<file path="src/hdl/intel_hex_record_writer_macros.svh">
// Assertion macros used by the record writer controller.
// Depends on nothing; included by files that carry concurrent checks.
`ifndef INTEL_HEX_RECORD_WRITER_MACROS_SVH
`define INTEL_HEX_RECORD_WRITER_MACROS_SVH

// Same-cycle implication, disabled while reset is high.
`define IHW_ASSERT_IMP(lbl, clk, rst, ante, cons, msg) \
   lbl: assert property (@(posedge clk) disable iff (rst) (ante) |-> (cons)) \
      else $error(msg);

// Next-cycle implication, disabled while reset is high.
`define IHW_ASSERT_NXT(lbl, clk, rst, ante, cons, msg) \
   lbl: assert property (@(posedge clk) disable iff (rst) (ante) |=> (cons)) \
      else $error(msg);

`endif

</file>
<file path="src/hdl/ihw_pkg.sv">
// Shared types, constants and character functions of the hex record writer.
// Depends on nothing.
package ihw_pkg;

   localparam int RECORD_BYTES_DEF = 16;
   localparam int FILL_W           = 5;
   localparam int CNT_W            = 5;
   localparam int END_CHARS        = 12;

   localparam logic [6:0] CHAR_COLON   = 7'h3A;
   localparam logic [6:0] CHAR_NEWLINE = 7'h0A;

   typedef enum logic [2:0] {
      ST_IDLE,
      ST_COLON,
      ST_HEAD,
      ST_DATA,
      ST_CSUM,
      ST_NEWLINE,
      ST_END
   } ctl_state_type;

   typedef enum logic [3:0] {
      SEL_COLON,
      SEL_LEN,
      SEL_ADDR_HI,
      SEL_ADDR_LO,
      SEL_ZERO,
      SEL_DATA,
      SEL_CSUM,
      SEL_NEWLINE,
      SEL_END
   } char_sel_type;

   typedef struct packed {
      logic               load;
      logic               emit;
      char_sel_type       sel;
      logic [CNT_W-1:0]   index;
      logic               last;
      logic               clear;
   } ctl_cmd_type;

   typedef struct packed {
      logic               close_now;
      logic               slot_free;
      logic [FILL_W-1:0]  fill;
   } dp_status_type;

   function automatic logic [6:0] hex_char(input logic [3:0] nib);
      logic [6:0] wide;
      wide = {3'b000, nib};
      if (nib < 4'd10) return 7'h30 + wide;
      else             return 7'h37 + wide;
   endfunction

   // End-of-file record ":00000001FF\n"
   function automatic logic [6:0] end_char(input logic [3:0] idx);
      logic [6:0] ch;
      case (idx)
         4'd0:    ch = CHAR_COLON;
         4'd8:    ch = 7'h31;
         4'd9:    ch = 7'h46;
         4'd10:   ch = 7'h46;
         4'd11:   ch = CHAR_NEWLINE;
         default: ch = 7'h30;
      endcase
      return ch;
   endfunction

endpackage

</file>
<file path="src/hdl/ihw_datapath.sv">
// Datapath of the hex record writer: record buffer, fill count, start address,
// data sum, character formatter and output register. Depends on ihw_pkg.
module ihw_datapath #(
   parameter int RECORD_BYTES = ihw_pkg::RECORD_BYTES_DEF
) (
   input  logic                  clock,
   input  logic                  reset,
   input  ihw_pkg::ctl_cmd_type  cmd,
   output ihw_pkg::dp_status_type status,
   input  logic [15:0]           req_byte_address,
   input  logic [7:0]            req_data_byte,
   input  logic                  req_present,
   input  logic                  req_final_address,
   output logic                  rsp_valid,
   input  logic                  rsp_stall,
   output logic [6:0]            rsp_text_char,
   output logic                  rsp_run_last
);
   import ihw_pkg::*;

   localparam int LIMIT_INT = (RECORD_BYTES < 1) ? 1 : ((RECORD_BYTES > 16) ? 16 : RECORD_BYTES);
   localparam logic [FILL_W-1:0] LIMIT = FILL_W'(LIMIT_INT);

   logic [7:0]        buf_ff [16];
   logic [FILL_W-1:0] fill_ff, fill_in;
   logic [15:0]       start_ff, start_in;
   logic [7:0]        sum_ff, sum_in;
   logic              valid_ff, valid_in;
   logic [6:0]        char_ff, char_in;
   logic              last_ff, last_in;

   logic [FILL_W-1:0] fill_new;
   logic [7:0]        cks;
   logic [7:0]        byte_val;
   logic [3:0]        nib;
   logic [6:0]        char_val;

   assign fill_new = req_present ? fill_ff + FILL_W'(1) : fill_ff;

   always_comb begin
      status.close_now = (fill_new != '0) &&
                         ((fill_new >= LIMIT) || !req_present || req_final_address);
      status.slot_free = !valid_ff || !rsp_stall;
      status.fill      = fill_ff;
   end

   assign cks = 8'h00 - (8'(fill_ff) + start_ff[15:8] + start_ff[7:0] + sum_ff);

   always_comb begin
      case (cmd.sel)
         SEL_LEN:     byte_val = 8'(fill_ff);
         SEL_ADDR_HI: byte_val = start_ff[15:8];
         SEL_ADDR_LO: byte_val = start_ff[7:0];
         SEL_DATA:    byte_val = buf_ff[cmd.index[4:1]];
         SEL_CSUM:    byte_val = cks;
         default:     byte_val = 8'h00;
      endcase
      nib = cmd.index[0] ? byte_val[3:0] : byte_val[7:4];
      case (cmd.sel)
         SEL_COLON:   char_val = CHAR_COLON;
         SEL_NEWLINE: char_val = CHAR_NEWLINE;
         SEL_END:     char_val = end_char(cmd.index[3:0]);
         default:     char_val = hex_char(nib);
      endcase
   end

   always_comb begin
      fill_in  = fill_ff;
      start_in = start_ff;
      sum_in   = sum_ff;
      if (cmd.load && req_present) begin
         fill_in = fill_new;
         if (fill_ff == '0) begin
            start_in = req_byte_address;
            sum_in   = req_data_byte;
         end else begin
            sum_in   = sum_ff + req_data_byte;
         end
      end
      if (cmd.clear) begin
         fill_in = '0;
      end
      valid_in = valid_ff && rsp_stall;
      char_in  = char_ff;
      last_in  = last_ff;
      if (cmd.emit) begin
         valid_in = 1'b1;
         char_in  = char_val;
         last_in  = cmd.last;
      end
   end

   always_ff @(posedge clock) begin
      if (cmd.load && req_present) begin
         buf_ff[fill_ff[3:0]] <= req_data_byte;
      end
      char_ff <= char_in;
      last_ff <= last_in;
   end

   always_ff @(posedge clock) begin
      if (reset) begin
         fill_ff  <= '0;
         start_ff <= '0;
         sum_ff   <= '0;
         valid_ff <= 1'b0;
      end else begin
         fill_ff  <= fill_in;
         start_ff <= start_in;
         sum_ff   <= sum_in;
         valid_ff <= valid_in;
      end
   end

   assign rsp_valid     = valid_ff;
   assign rsp_text_char = char_ff;
   assign rsp_run_last  = last_ff;

endmodule

</file>
<file path="src/hdl/ihw_ctrl.sv">
// Controller of the hex record writer: walks the character sequence of a
// record and the end record. Depends on ihw_pkg and the assertion macros.
`include "intel_hex_record_writer_macros.svh"
module ihw_ctrl (
   input  logic                   clock,
   input  logic                   reset,
   input  logic                   req_valid,
   input  logic                   req_final_address,
   output logic                   req_stall,
   input  ihw_pkg::dp_status_type status,
   output ihw_pkg::ctl_cmd_type   cmd
);
   import ihw_pkg::*;

   ctl_state_type    state_ff, state_in;
   logic [CNT_W-1:0] cnt_ff, cnt_in;
   logic             final_ff, final_in;
   logic [3:0]       last_byte;

   assign last_byte = 4'(status.fill - FILL_W'(1));

   always_comb begin
      state_in  = state_ff;
      cnt_in    = cnt_ff;
      final_in  = final_ff;
      req_stall = (state_ff != ST_IDLE);
      cmd       = '0;
      cmd.sel   = SEL_COLON;
      cmd.index = cnt_ff;
      case (state_ff)
         ST_IDLE: begin
            cmd.load = req_valid;
            if (req_valid) begin
               final_in = req_final_address;
               cnt_in   = '0;
               if (status.close_now)      state_in = ST_COLON;
               else if (req_final_address) state_in = ST_END;
            end
         end
         ST_COLON: begin
            cmd.emit = status.slot_free;
            if (status.slot_free) state_in = ST_HEAD;
         end
         ST_HEAD: begin
            cmd.emit = status.slot_free;
            case (cnt_ff[2:1])
               2'd0:    cmd.sel = SEL_LEN;
               2'd1:    cmd.sel = SEL_ADDR_HI;
               2'd2:    cmd.sel = SEL_ADDR_LO;
               default: cmd.sel = SEL_ZERO;
            endcase
            if (status.slot_free) begin
               if (cnt_ff == CNT_W'(7)) begin
                  cnt_in   = '0;
                  state_in = ST_DATA;
               end else begin
                  cnt_in   = cnt_ff + CNT_W'(1);
               end
            end
         end
         ST_DATA: begin
            cmd.emit = status.slot_free;
            cmd.sel  = SEL_DATA;
            if (status.slot_free) begin
               if (cnt_ff == {last_byte, 1'b1}) begin
                  cnt_in   = '0;
                  state_in = ST_CSUM;
               end else begin
                  cnt_in   = cnt_ff + CNT_W'(1);
               end
            end
         end
         ST_CSUM: begin
            cmd.emit = status.slot_free;
            cmd.sel  = SEL_CSUM;
            if (status.slot_free) begin
               if (cnt_ff[0]) begin
                  cnt_in   = '0;
                  state_in = ST_NEWLINE;
               end else begin
                  cnt_in   = cnt_ff + CNT_W'(1);
               end
            end
         end
         ST_NEWLINE: begin
            cmd.emit  = status.slot_free;
            cmd.sel   = SEL_NEWLINE;
            cmd.last  = !final_ff;
            cmd.clear = status.slot_free;
            if (status.slot_free) begin
               cnt_in   = '0;
               state_in = final_ff ? ST_END : ST_IDLE;
            end
         end
         ST_END: begin
            cmd.emit = status.slot_free;
            cmd.sel  = SEL_END;
            cmd.last = (cnt_ff == CNT_W'(END_CHARS - 1));
            if (status.slot_free) begin
               if (cmd.last) begin
                  cnt_in   = '0;
                  state_in = ST_IDLE;
               end else begin
                  cnt_in   = cnt_ff + CNT_W'(1);
               end
            end
         end
         default: state_in = ST_IDLE;
      endcase
   end

   always_ff @(posedge clock) begin
      if (reset) begin
         state_ff <= ST_IDLE;
         cnt_ff   <= '0;
         final_ff <= 1'b0;
      end else begin
         state_ff <= state_in;
         cnt_ff   <= cnt_in;
         final_ff <= final_in;
      end
   end

   `IHW_ASSERT_NXT(a_close_starts_record, clock, reset, cmd.load && status.close_now, state_ff == ST_COLON, "closing transfer did not start a record")
   `IHW_ASSERT_IMP(a_data_has_fill, clock, reset, state_ff == ST_DATA, status.fill != '0, "data phase with empty record")
   `IHW_ASSERT_IMP(a_clear_on_emit, clock, reset, cmd.clear, cmd.emit && cmd.sel == SEL_NEWLINE, "record cleared without newline transfer")
   `IHW_ASSERT_NXT(a_last_leaves_empty, clock, reset, cmd.emit && cmd.last, status.fill == '0 && state_ff == ST_IDLE, "open record left after last character")

endmodule

</file>
<file path="src/hdl/intel_hex_record_writer.sv">
// Intel HEX record writer, top level: ties the controller to the datapath.
// Depends on ihw_pkg, ihw_ctrl and ihw_datapath.
//
// Usage:
//   req_ channel: one memory byte per transfer (address, data, present flag,
//   final-address flag), addresses ascending and consecutive. req_stall is
//   high while a record or the end record is being sent.
//   rsp_ channel: one ASCII character per transfer; rsp_run_last marks the
//   last character caused by one input transfer.
// Throughput: a byte that leaves its record open is accepted without a stall. A
//   byte that closes a record holds req_stall high while the colon, header,
//   data and checksum digits and newline are sent, and the end record too when
//   it carries the final address; one character leaves per cycle unless
//   rsp_stall holds it, paced by the controller's character sequencer.
// Stall: while rsp_stall is high the output register holds its valid character
//   and the sequencer waits; no character is lost or repeated.
// Reset: synchronous; clears the open record, the output valid flag and the
//   sequencer. The record buffer and the output character are not cleared.
module intel_hex_record_writer #(
   parameter int RECORD_BYTES = ihw_pkg::RECORD_BYTES_DEF
) (
   input  logic        clock,
   input  logic        reset,
   input  logic        req_valid,
   output logic        req_stall,
   input  logic [15:0] req_byte_address,
   input  logic [7:0]  req_data_byte,
   input  logic        req_present,
   input  logic        req_final_address,
   output logic        rsp_valid,
   input  logic        rsp_stall,
   output logic [6:0]  rsp_text_char,
   output logic        rsp_run_last
);
   import ihw_pkg::*;

   // Command and status between the sequencer and the datapath
   ctl_cmd_type   cmd;
   dp_status_type status;

   // Sequence each record: colon, header digits, data digits, checksum, newline; then the end record
   ihw_ctrl u_ctrl (
      .clock             (clock),
      .reset             (reset),
      .req_valid         (req_valid),
      .req_final_address (req_final_address),
      .req_stall         (req_stall),
      .status            (status),
      .cmd               (cmd)
   );

   // Hold the open record and format each character into the output register
   ihw_datapath #(
      .RECORD_BYTES (RECORD_BYTES)
   ) u_datapath (
      .clock             (clock),
      .reset             (reset),
      .cmd               (cmd),
      .status            (status),
      .req_byte_address  (req_byte_address),
      .req_data_byte     (req_data_byte),
      .req_present       (req_present),
      .req_final_address (req_final_address),
      .rsp_valid         (rsp_valid),
      .rsp_stall         (rsp_stall),
      .rsp_text_char     (rsp_text_char),
      .rsp_run_last      (rsp_run_last)
   );

endmodule
</file>
<file path="config.mk">
export PLATFORM = sky130hd
export DESIGN_NAME = intel_hex_record_writer
export DESIGN_NICKNAME = d
export VERILOG_FILES = /design/src/hdl/ihw_pkg.sv /design/src/hdl/ihw_datapath.sv /design/src/hdl/ihw_ctrl.sv /design/src/hdl/intel_hex_record_writer.sv
export VERILOG_INCLUDE_DIRS = /design/src /design/src/hdl
export SDC_FILE = /design/constraint.sdc
export NUM_CORES = 1
export LEC_CHECK = 0
export ABC_AREA = 1
export BUFFER_PORTS_ARGS = -buffer_cell sky130_fd_sc_hd__buf_2
export CAP_MARGIN = 10
export CORE_MARGIN = 8
export CORE_UTILIZATION = 45
export DETAILED_ROUTE_END_ITERATION = 10
export SLEW_MARGIN = 20
export SYNTH_ARGS = -nofsm -noshare
export SYNTH_HDL_FRONTEND = slang
export SYNTH_HIERARCHICAL = 1
export SYNTH_SLANG_ARGS = --single-unit
</file>
<file path="constraint.sdc">
create_clock -name clock -period 8.9 [get_ports clock]
set_clock_uncertainty 0.15 [all_clocks]
set_input_delay 1.78 -clock clock [delete_from_list [all_inputs] [get_ports clock]]
set_output_delay 1.78 -clock clock [all_outputs]
set_load 0.05 [all_outputs]
</file>
# After elaboration in Yosys (flattened, before gate mapping)
# Memories as Yosys holds them, arrays and structs flattened. A register that Yosys moved wholly into a read port is not among the register bits.
# Cells that the tools add are included.
# totals
regBits	47
latch_bits	0
ram_bits	128
mem_bits_ro	0
input_bits	30
output_inout_bits	10
elab_cells	125
n_memories	1
# mem_list
memory	depth	width	read_ports	rd_clocked_by_memory_dff	wr	line_no	source
u_datapath.buf_ff	16	8	1	1	1	ihw_datapath.sv:24	logic [7:0] buf_ff [16];
# classes
addsub	10
multipliers	0
n_div	0
magnitude_cmp	2
eq_ne	34
shifts	0
mux	44
bitwise	0
reduce_logical	25
# ops
cell	count
5-bit 2-to-1 mux	11
3-bit 2-to-1 mux	14
8-bit one-hot mux with 5 select lines	1
5-bit one-hot mux with 6 select lines	1
7-bit one-hot mux with 4 select lines	1
8-bit adder	3
3-bit one-hot mux with 7 select lines	1
7-bit one-hot mux with 3 select lines	1
4-bit equality test (second input constant)	5
2-bit by 1-bit != test with 1-bit output (second input constant)	10
4-bit one-hot mux with 5 select lines	1
6-bit by 4-bit adder with 7-bit output (first input constant)	2
4-bit by 3-bit equality test with 1-bit output (second input constant)	3
4-bit 2-to-1 mux	3
12-bit AND reduction	1
5-bit by 1-bit adder with 5-bit output (second input constant)	2
3-bit equality test (second input constant)	3
3-bit one-hot mux with 3 select lines	1
5-bit by 8-bit adder with 8-bit output	1
4-bit by 2-bit equality test with 1-bit output (second input constant)	2
4-bit logical NOT	2
8-bit 2-to-1 mux	1
1-bit by 8-bit subtractor with 8-bit output (first input constant)	1
7-bit 2-to-1 mux	1
other kinds (28)	43

# Longest topological paths before layout
# depth
depth_word	9
ltp_mapped	23
depth_no_buf	23

# By module
# The synthesis kept the hierarchy.
# modules_own_cells
module	n_inst	cells_each	area_per_inst_um2	seq_area_each_um2
ihw_datapath	1	922	8501.9	4684.5
ihw_ctrl	1	167	989.7	180.2

# Least setup slack after synthesis
# Ideal clock, no wire load.
# synth_timing
path_type	register -> register
startpoint	register u_datapath.sum_ff[1]
endpoint	register u_datapath.char_ff[2], in the netlist u_datapath/rsp_text_char[2] (data pin)
setup_ns	0.260
arrival_time_ns	3.434
required_time_ns	8.490
slack_ns	5.055
stages_incl_launch_ff	21
n_path_buf	0
period_less_slack_ns	3.845
cell_sequence	dfxtp_1 > inv_1 > fa_1 > inv_1 > fa_1 > fa_1 > inv_1 > ha_1 > inv_1 > fa_1 > xnor2_1 > o2bb2ai_1 > a211oi_1 > nand2_1 > nand2_1 > ha_1 > inv_1 > nand4_1 > nand2_1 > nand2_1 > nand3_1
# synth_via
elab_chain_len	7
elab_cells_between_ends	9
cone_classes	4 x add/sub; 1 x order compare; 4 x mux
# synth_lines
item	line_no	source
start: declaration	ihw_datapath.sv:27	logic [7:0] sum_ff, sum_in;
start signal: assignment	ihw_datapath.sv:110	sum_ff <= sum_in;
8-bit adder (*)	ihw_datapath.sv:47	assign cks = 8'h00 - (8'(fill_ff) + start_ff[15:8] + start_ff[7:0] + sum_ff);
1-bit by 8-bit subtractor with 8-bit output (*)	ihw_datapath.sv:47	
8-bit one-hot mux with 5 select lines (*)	ihw_datapath.sv:50	case (cmd.sel)
4-bit 2-to-1 mux (*)	ihw_datapath.sv:58	nib = cmd.index[0] ? byte_val[3:0] : byte_val[7:4];
6-bit by 4-bit adder with 7-bit output, or another cell as far along	ihw_pkg.sv:54	else return 7'h37 + wide;
7-bit 2-to-1 mux (*)	ihw_pkg.sv:53	if (nib < 4'd10) return 7'h30 + wide;
7-bit one-hot mux with 3 select lines (*)	ihw_datapath.sv:59	case (cmd.sel)
net u_datapath.char_val[2]	ihw_datapath.sv:36	logic [6:0] char_val;
end signal: assignment	ihw_datapath.sv:97	char_ff <= char_in;
end: declaration	ihw_datapath.sv:29	logic [6:0] char_ff, char_in;
# The timed path passes the listed nets; every way through them passes the cells marked *.
# A chain may end at the register's enable or synchronous reset.

# Worst setup path after layout
# Ends and elaborated chain as after synthesis.

==> reports/metrics.yaml <==
cts:
  clk_pin_slew_ns: 0.07
  ctsLongestPathBuffers: 2
  ctsResizeCount: 0
  cts.htree.levels: 4
  cts_buffers: 17
  post_cts_hold_buffer_count: 0
  clk_root_buffer_cell: "sky130_fd_sc_hd__clkbuf_16"
  insertion_delay_ns: 0.43
  cts_tree: "built"
  cts.sinks: 175
  post_cts_setup_repair_bufs: 0
route:
  wl_mm: 24.2
  avgRoutedWirePerCell_um: 17.2
  initial_drt_markers: 603
  remaining_drc_errors: 0
  vias_per_inst: 5.20
  route.antenna.remaining_nets: 0
  first_pass_iters: 5
  route.vias.total: 7298
worst_setup_path:
  cpMaxStageDelayCell: "sky130_fd_sc_hd__fa_1"
  worst_setup_path_start_kind: "flop"
  data_required_time_at_the_worst_endpoint_ns: 8.92
  critPathArrivalTime_ns: 4.28
  reg2reg_to: "u_datapath/rsp_text_char[2]"
  r2r_cells: 20
  r2r_setup_slack_ns: 4.64
  timing.critical_path.mode_cell: "sky130_fd_sc_hd__inv_1"
  crit_path_cell_trace: "inv_1, fa_1, inv_1, fa_1, fa_1, inv_1, ha_1, inv_1, fa_1, xnor2_1, o2bb2ai_1, a211oi_1, nand2_1, nand2_1, ha_1, inv_1, nand4_1, nand2_1, nand2_1, nand3_1"
  timing.rr.start: "u_datapath/sum_ff[1]"
  crit_path_max_incr_delay_ns: 0.49
  worst-setup-path-type: "flop to flop"
  critPathCaptureType: "flop"
  cp_max_fo: 3
timing:
  holdWs_ns: 0.331
  worstMarginPinSlew_ns: 1.00
  final_critical_path_setup_slack_ns: 4.64
  setup_viol: 0
  period_minus_slack_ns: 4.26
  grt_setup_unrepaired: "false"
  maxClockFrequency_mhz: 235
  final_max_slew_viol_count: 0
  fin_crit_share_pct: 47.8
  timing.slew.headroom_pct: 33.0
  setup-tns-final_ns: 0
  final_hold_fails: 0
synthesis:
  synth_common_cells: "292 x sky130_fd_sc_hd__nand2_1, 147 x sky130_fd_sc_hd__inv_1, 136 x sky130_fd_sc_hd__edfxtp_1"
  syn-instance-count: 1089
  synth_top_area_share_pct: 43.0
  synth_enable_flop_cells: 136
  synth_fp_nets: 1164
  synth.most_common_cell: "sky130_fd_sc_hd__nand2_1"
  post_synth_num_cell_types: 43
  ys_ff_latch: 175
  synth_warnings: 6
  postSynth.asyncResetShare_pct: 0
  synth_top_area_cell: "sky130_fd_sc_hd__edfxtp_1"
  synthesis.area_um2: 9490
  syn_area_per_cell_um2: 8.72
  synth.area.top_cells: "sky130_fd_sc_hd__edfxtp_1 43%, sky130_fd_sc_hd__nand2_1 12%, sky130_fd_sc_hd__dfxtp_1 8.2%"
  synth_seq_area_share_pct: 51.3
  synth-main-ff-cell: "sky130_fd_sc_hd__edfxtp_1"
die:
  die_w_um: 161
  top_level_ports: 40
  core_region_area_um2: 20900
  chipHeight_um: 161
  dieArea_um2: 26000
  floorplan.initialDensity_pct: 45.4
  core.rowCount: 53
placed_design:
  dp_hpwl_mm: 16.2
  port-buffer-count: 39
  place_congestion: 0.847
  post-place-ws_ns: 4.52
global_routing:
  globalRouteTotalUtil_pct: 18.7
  globalRoute.totalOverflow: 0
  grt_start_max_net_pins: 64
  grt_pass1_wl_mm: 37.8
  number_of_antenna_violations_at_the_first_check_in_global_routing: 0
  vias_in_the_first_global_route: 6884
pwr:
  power.leakage_nw: 4.42
  power_density_over_the_cells_nw_per_um2: 264
  max-vdd-ir-drop_v: 0.000130
hold_path:
  hold-path-cell-count: 2
  min_delay_worst_endpoint: "u_datapath/rsp_valid"
  hp-start: "u_datapath/rsp_valid"
  worst_hold_path_type: "flop to flop"
run_status:
  run_status: "finished, final reports clean"
flow_run:
  maxCapViolations: 0
finish:
  filler_cell_count: 2004
  layout-area-overhead-vs-synth_pct: 10.5
  count_of_antenna_diodes_in_the_layout: 0
  layout.nets: 1191
  post_route_cells_drive_above_1_share_pct: 10.7
  finish.utilization_pct: 50.2
==> per-stage QoR <==
step	std cells	power [mW]	cell area, µm²
2_1_floorplan	1089	1.75	9490
3_3_place_gp	1372	1.97	9860
3_5_place_dp	1372	1.98	9860
4_1_cts	1404	2.77	10500
5_1_grt	1404	2.95	10500
6_report	1404	2.77	10500
==> cell type report <==
type	instances	area, µm²	area share, %
clock inverter	13	193	1.84
tap	275	344	3.28
multi-input combinational	717	3820	36.4
timing repair buffer	42	218	2.08
sequential	175	4870	46.4
clock buffer	19	433	4.13
inverter	163	614	5.86
==> worst max-delay path, delay by kind of cell, from the launching register on <==
kind | cells | cell delay, ns
AOI/OAI and AO/OA | 2 | 0.40
xor gates and xnor gates | 1 | 0.14
adders and majority gates | 6 | 2.11
buffers and inverters | 5 | 0.34
DFF | 1 | 0.36
and+or+nand+nor | 6 | 0.52
==> state kept, by name, indices dropped and copies added, names as in the netlist <==
signal / count
u_ctrl/final_ff: 1
u_datapath/rsp_text_char: 7
u_datapath/start_ff: 16
u_datapath/buf_ff: 128
u_ctrl/cnt_ff: 5
u_ctrl/state_ff: 3
u_datapath/rsp_valid: 1
u_datapath/fill_ff: 5
u_datapath/rsp_run_last: 1
u_datapath/sum_ff: 8
==> cell families (layout without fill, tap and decap cells) <==
family | Yosys count | after routing | share of synthesized area (%)
flops | 175 | 175 | 51.3
compound gates | 125 | 125 | 7.79
buf+inv | 197 | 237 | 8.49
simple gates | 538 | 538 | 24.7
xor+xnor | 9 | 9 | 0.831
fa+ha+maj | 45 | 45 | 6.96
==> how the worst max path moves through the flow <==
stage | from | to
finish | u_datapath/sum_ff[1] | u_datapath/rsp_text_char[2]
CTS | u_datapath/sum_ff[1] | u_datapath/rsp_text_char[2]
detailed placement | req_valid | u_datapath/buf_ff[4][2]
global placement | req_valid | u_datapath/buf_ff[4][2]
global route | u_datapath/start_ff[1] | u_datapath/rsp_text_char[2]
floorplan | u_datapath/sum_ff[1] | u_datapath/rsp_text_char[2]
==> power by group <==
group | switching, mW | internal, mW | total (mW) | leakage [nW]
combinational | 0.659 | 0.307 | 0.967 | 2.57
clock | 0.340 | 0.456 | 0.796 | 0.306
sequential | 0.0516 | 0.956 | 1.01 | 1.54
total | 1.05 | 1.72 | 2.77 | 4.42
==> metal layers <==
metal / wire length, µm / share of wire [%] / GRT usage, % / up-vias
li1: - / - / - / 3635
met1: 11800 / 49 / 26.9 / 3414
met2: 10700 / 44 / 28.4 / 214
met3: 1130 / 4.7 / 2.32 / 35
met4: 566 / 2.3 / 7.15 / 0
met5: 0 / 0 / 0 / -
==> placed cells by master (no fill, tap or decap), types with 2 or more instances in the layout <==
cell	netlist	routed
sky130_fd_sc_hd__nand2_1	292	292
sky130_fd_sc_hd__inv_1	147	147
sky130_fd_sc_hd__edfxtp_1	136	136
sky130_fd_sc_hd__nor2_1	106	106
sky130_fd_sc_hd__nand3_1	86	86
sky130_fd_sc_hd__buf_2	15	39
sky130_fd_sc_hd__dfxtp_1	39	38
sky130_fd_sc_hd__o21ai_0	33	33
sky130_fd_sc_hd__a21oi_1	32	32
sky130_fd_sc_hd__ha_1	32	32
sky130_fd_sc_hd__clkbuf_16	0	17
sky130_fd_sc_hd__nand4_1	16	16
sky130_fd_sc_hd__o21ai_1	16	16
sky130_fd_sc_hd__a211oi_1	16	16
sky130_fd_sc_hd__inv_2	14	14
sky130_fd_sc_hd__fa_1	13	13
sky130_fd_sc_hd__nand2_2	9	9
sky130_fd_sc_hd__o211ai_1	8	8
sky130_fd_sc_hd__nand3_2	7	7
sky130_fd_sc_hd__o22ai_1	7	7
sky130_fd_sc_hd__xor2_1	6	6
sky130_fd_sc_hd__nor3_1	6	6
sky130_fd_sc_hd__inv_6	0	5
sky130_fd_sc_hd__bufinv_16	0	3
sky130_fd_sc_hd__inv_8	0	3
sky130_fd_sc_hd__buf_4	6	3
sky130_fd_sc_hd__xnor2_1	3	3
sky130_fd_sc_hd__nand3b_1	3	3
sky130_fd_sc_hd__nor3_2	3	3
sky130_fd_sc_hd__or2_2	3	3
sky130_fd_sc_hd__a22oi_1	3	3
sky130_fd_sc_hd__clkbuf_1	10	2
sky130_fd_sc_hd__a21oi_2	2	2
sky130_fd_sc_hd__nor2_4	2	2
sky130_fd_sc_hd__nor2_2	2	2
sky130_fd_sc_hd__a31oi_1	2	2
sky130_fd_sc_hd__o221ai_1	2	2
Power figures use the tool's default switching activity.
